--- src/rtl/ray_quad_intersection_test_top.sv ---
// Top level of the ray against quad intersection tester: ten-stage pipeline,
// with rqit_mul, a pipelined signed multiplier built from 32x32 pieces.
// Depends on rqit_pkg for reason codes and register indexes.
// Throughput: one quad per cycle; the pipeline stalls as a whole only while the
// response register holds a beat that is not taken.
// Reset (synchronous, active high) clears all valid bits and loads origin 0,
// direction (0,0,1.0) and reach 5.
`timescale 1ns / 1ps


// Signed multiplier in three register stages: 32x32 partial products,
// row sums, final sum. Every stage holds while en is low.
module rqit_mul #(
   parameter int A_WIDTH = 32,
   parameter int B_WIDTH = 32
) (
   input  logic                              clock,
   input  logic                              en,
   input  logic signed [A_WIDTH-1:0]         a,
   input  logic signed [B_WIDTH-1:0]         b,
   output logic signed [A_WIDTH+B_WIDTH-1:0] prod
);

   localparam int L  = 31;
   localparam int NA = (A_WIDTH + L - 1) / L;
   localparam int NB = (B_WIDTH + L - 1) / L;
   localparam int PW = A_WIDTH + B_WIDTH;

   logic signed [NA*L-1:0] ax;
   logic signed [NB*L-1:0] bx;
   logic signed [L:0]      al [NA];
   logic signed [L:0]      bl [NB];
   logic signed [2*L+1:0]  pp_ff [NA][NB];
   logic signed [PW-1:0]   row_in [NA], row_ff [NA];
   logic signed [PW-1:0]   prod_in, prod_ff;

   // low limbs are unsigned, the top limb carries the sign
   always_comb begin
      ax = (NA*L)'(a);
      bx = (NB*L)'(b);
      for (int i = 0; i < NA; i++)
         al[i] = {(i == NA - 1) ? ax[NA*L-1] : 1'b0, ax[i*L +: L]};
      for (int j = 0; j < NB; j++)
         bl[j] = {(j == NB - 1) ? bx[NB*L-1] : 1'b0, bx[j*L +: L]};
      for (int i = 0; i < NA; i++) begin
         row_in[i] = '0;
         for (int j = 0; j < NB; j++)
            row_in[i] = row_in[i] + (PW'(pp_ff[i][j]) <<< (L * j));
      end
      prod_in = '0;
      for (int i = 0; i < NA; i++)
         prod_in = prod_in + (row_ff[i] <<< (L * i));
   end

   always_ff @(posedge clock) begin
      if (en) begin
         for (int i = 0; i < NA; i++)
            for (int j = 0; j < NB; j++)
               pp_ff[i][j] <= al[i] * bl[j];
         row_ff  <= row_in;
         prod_ff <= prod_in;
      end
   end

   assign prod = prod_ff;

endmodule
--- config.mk ---
export PLATFORM = sky130hd
export DESIGN_NAME = rqit_mul
export DESIGN_NICKNAME = d
export VERILOG_FILES = /design/src/rtl/ray_quad_intersection_test_top.sv
export SDC_FILE = /design/constraint.sdc
export NUM_CORES = 2
export LEC_CHECK = 0
export ABC_AREA = 1
export BUFFER_PORTS_ARGS = -buffer_cell sky130_fd_sc_hd__buf_2
export CAP_MARGIN = 20
export CORE_ASPECT_RATIO = 0.5
export CORE_MARGIN = 10
export CORE_UTILIZATION = 50
export CTS_BUF_LIST = sky130_fd_sc_hd__clkbuf_4 sky130_fd_sc_hd__clkbuf_8 sky130_fd_sc_hd__clkbuf_16
export DETAILED_ROUTE_END_ITERATION = 10
export GPL_TIMING_DRIVEN = 0
export PLACE_DENSITY = 0.66
export SLEW_MARGIN = 40
export SYNTH_ARGS = -nofsm -noshare
export SYNTH_HDL_FRONTEND = slang
export SYNTH_SLANG_ARGS = --single-unit
--- constraint.sdc ---
create_clock -name clock -period 8.18 [get_ports clock]
set_clock_uncertainty 0.1 [all_clocks]
set_input_delay 1.227 -clock clock [delete_from_list [all_inputs] [get_ports clock]]
set_output_delay 1.227 -clock clock [all_outputs]
set_load 0.02 [all_outputs]
==> impl_metrics.ini <==
[final_layout]
area_growth_pct = 8.670
finalNetCount = 7394
drive_gt1_share_pct = 7.264
seqCellArea_um2 = 8738
final_cell_mix = nand2_1 (1793), inv_1 (1677), fa_1 (831), ha_1 (315), edfxtp_1 (291)
final_core_util_pct = 54.94
fillCellCount = 9246
postLayoutCellArea_um2 = 52570
layoutNonFillerInstCount = 7475
multiInputGateArea_um2 = 32540
layout_commonest_cell = nand2_1

[flow_run]
drv_cap = 0

[synth]
synth-simple-area-share_pct = 19.49
yosysSeqAreaShare_pct = 18.06
yosysTopAreaCell = fa_1
syn_inst = 6023
synth_top_family_by_area = adder cells
syn_area_per_cell_um2 = 8.032
synth_area_um2 = 48380
synth-compound-area-share_pct = 2.180
netlist.area_leader.share_pct = 34.72
synth-xor-area-share_pct = 2.408
synthAdderAreaFrac_pct = 43.02
ys_ff_latch = 291
synth.distinct_cells = 43
synth.mux.area_fraction_pct = 0
synth_area_leaders = fa_1 (35%), edfxtp_1 (18%), nand2_1 (14%), inv_1 (13%), ha_1 (8.3%)
yosysWarnings = 0
synthesis.nets = 7249

[critical_path]
reg2reg_slack_ns = 5.58
regToRegStartpoint = row_ff[5]$_DFFE_PP_
critPathRequiredTime_ns = 8.33
crit_type = input port to flip-flop
critPathMaxFanout = 10
cp-end-kind = flip-flop
crit_start = b[30]
arrival_ns = 8.22
worst_setup_path_start_kind = input port

[placement]
dp_hpwl_mm = 161.0
place_area_um2 = 50710
io_buffers = 102
routabilityCongestion = 1.061
dp.cells = 7400

[outcome]
status = complete, no violations

[sta]
period_minus_slack_ns = 8.068
hold_violations = 0
tightestPinTransition_ns = 0.9212
rsz0062_at_grt = no
fmax_mhz = 123.9
slew_violations = 0
finalCritPeriodShare_pct = 98.63
setup_viol = 0
maxSlewHeadroom_pct = 38.58

[route]
drt_first_pass_iters = 6
drcViolationCount = 0
drt_iter0_drc = 4445
totalWireLength_mm = 194.1
detail_route.wl_per_cell_um = 25.97
vias = 40230
viasPerCell = 5.382
ant_nets = 0

[global_routing]
grt_pass1_wl_mm = 277.1
grt_max_degree = 82
grt-ovfl-total = 0
antenna_found_initial = 16
grt_pass1_vias = 40850
gr-usage-all-layers_pct = 35.10

[die]
core.rowCount = 80
dieArea_um2 = 110300
die_w_um = 459.9
initial_core_util_pct = 50.55
die_h_um = 239.9
coreArea_um2 = 95690
ioPinCount = 130

[cts]
cts_max_level = 2
root_buffer = clkbuf_16
clock_latency_ns = 0.55
cts_buffers = 35
cts_sinks = 291
cts_tree = yes
cts.clk_slew.worst_paths_ns = 0.06
clockBufferDepth = 3

[min_path]
hold_class = flip-flop to flip-flop
hp-start = row_ff[78]$_DFFE_PP_
-- cell families after synthesis --
kind of cell               Yosys count
AOI/OAI and AO/OA                  196
xor gates and xnor gates           133
adders and majority gates         1160
buffers and inverters             1902
DFF                                291
other                                1
and+or+nand+nor                   2340
-- worst paths after layout --
| path | to | cells past startpoint |
|---|---|---|
| setup / recovery | pp_ff[0][124]$_DFFE_PP_ | 24 |
| hold / removal | prod[14]$_DFFE_PP_ | 0 |
| setup reg to reg | prod[59]$_DFFE_PP_ | 9 |
| hold reg to reg | prod[14]$_DFFE_PP_ | 0 |
-- worst max-delay path, cell delays in order --
cell	delay, ns
clkbuf_2	0.39
buf_2	0.48
nand2_1	0.10
inv_1	0.08
fa_1	0.45
fa_1	0.55
fa_1	0.49
fa_1	0.57
fa_1	0.48
fa_1	0.44
fa_1	0.52
inv_1	0.05
fa_2	0.64
inv_1	0.09
ha_1	0.43
nand2_1	0.15
nor2_1	0.15
inv_1	0.10
nor2_2	0.20
nand2_1	0.14
nor3_1	0.15
nand2_1	0.10
nand3_1	0.09
nand2_1	0.12
-- cell type report --
cell class / instances / share of cell area (%)
Timing Repair Buffer: 108 / 1.266
Sequential cell: 291 / 16.62
Clock inverter: 26 / 0.5831
Tap cell: 1271 / 3.025
Multi-Input combinational cell: 3830 / 61.90
Inverter: 1682 / 12.01
Buffer: 220 / 2.847
Clock buffer: 38 / 1.709
Antenna cell: 9 / 0.04284
-- sequential cells by signal (all words and copies together) (netlist names) --
name,cells
pp_ff,130
prod,64
row_ff,97
-- metal layers --
| layer | track usage, % | routed length (um) |
|---|---|---|
| met1 | 45.71 | 76570 |
| met2 | 50.84 | 78880 |
| met3 | 16.66 | 30350 |
| met4 | 12.37 | 8270 |
| met5 | 0 | 42 |
-- cell usage after synthesis (all sizes together) --
cell type	count
fa	839
nand2	1796
or2	2
inv	1682
o21ai	46
buf	19
edfxtp	291
a21oi	121
and2	6
clkbuf	201
a31oi	1
o21bai	11
xnor2	39
nand3b	14
and3	3
nor2	304
nand4	38
nor3	50
nand3	115
conb	1
ha	321
a21o	6
a41oi	2
xor2	94
nor3b	3
o21a	9
nor4	9
-- per-stage QoR --
stage	setup TNS (ns)	setup WS [ns]	hold slack, ns
after detailed placement	-43.08	-1.467	0.3045
final	0	0.1118	0.3154
after floorplan	0	0.7241	0.3003
after global placement	-55.58	-1.705	0.3003
after global routing	0	0.0009823	0.3220
after CTS	0	0.0007727	0.3171
-- timing repair --
action / CTS / global route
endpoints found under the setup margin: 41 / 40
hold buffers: 0 / 0
pin swaps: 0 / 1
cloned: 0 / 0
buffers inserted: 0 / 1
resized for setup: 132 / 290
Power is not shown: default switching activity piles up to over one toggle a cycle in this logic, so the estimate is an artifact.
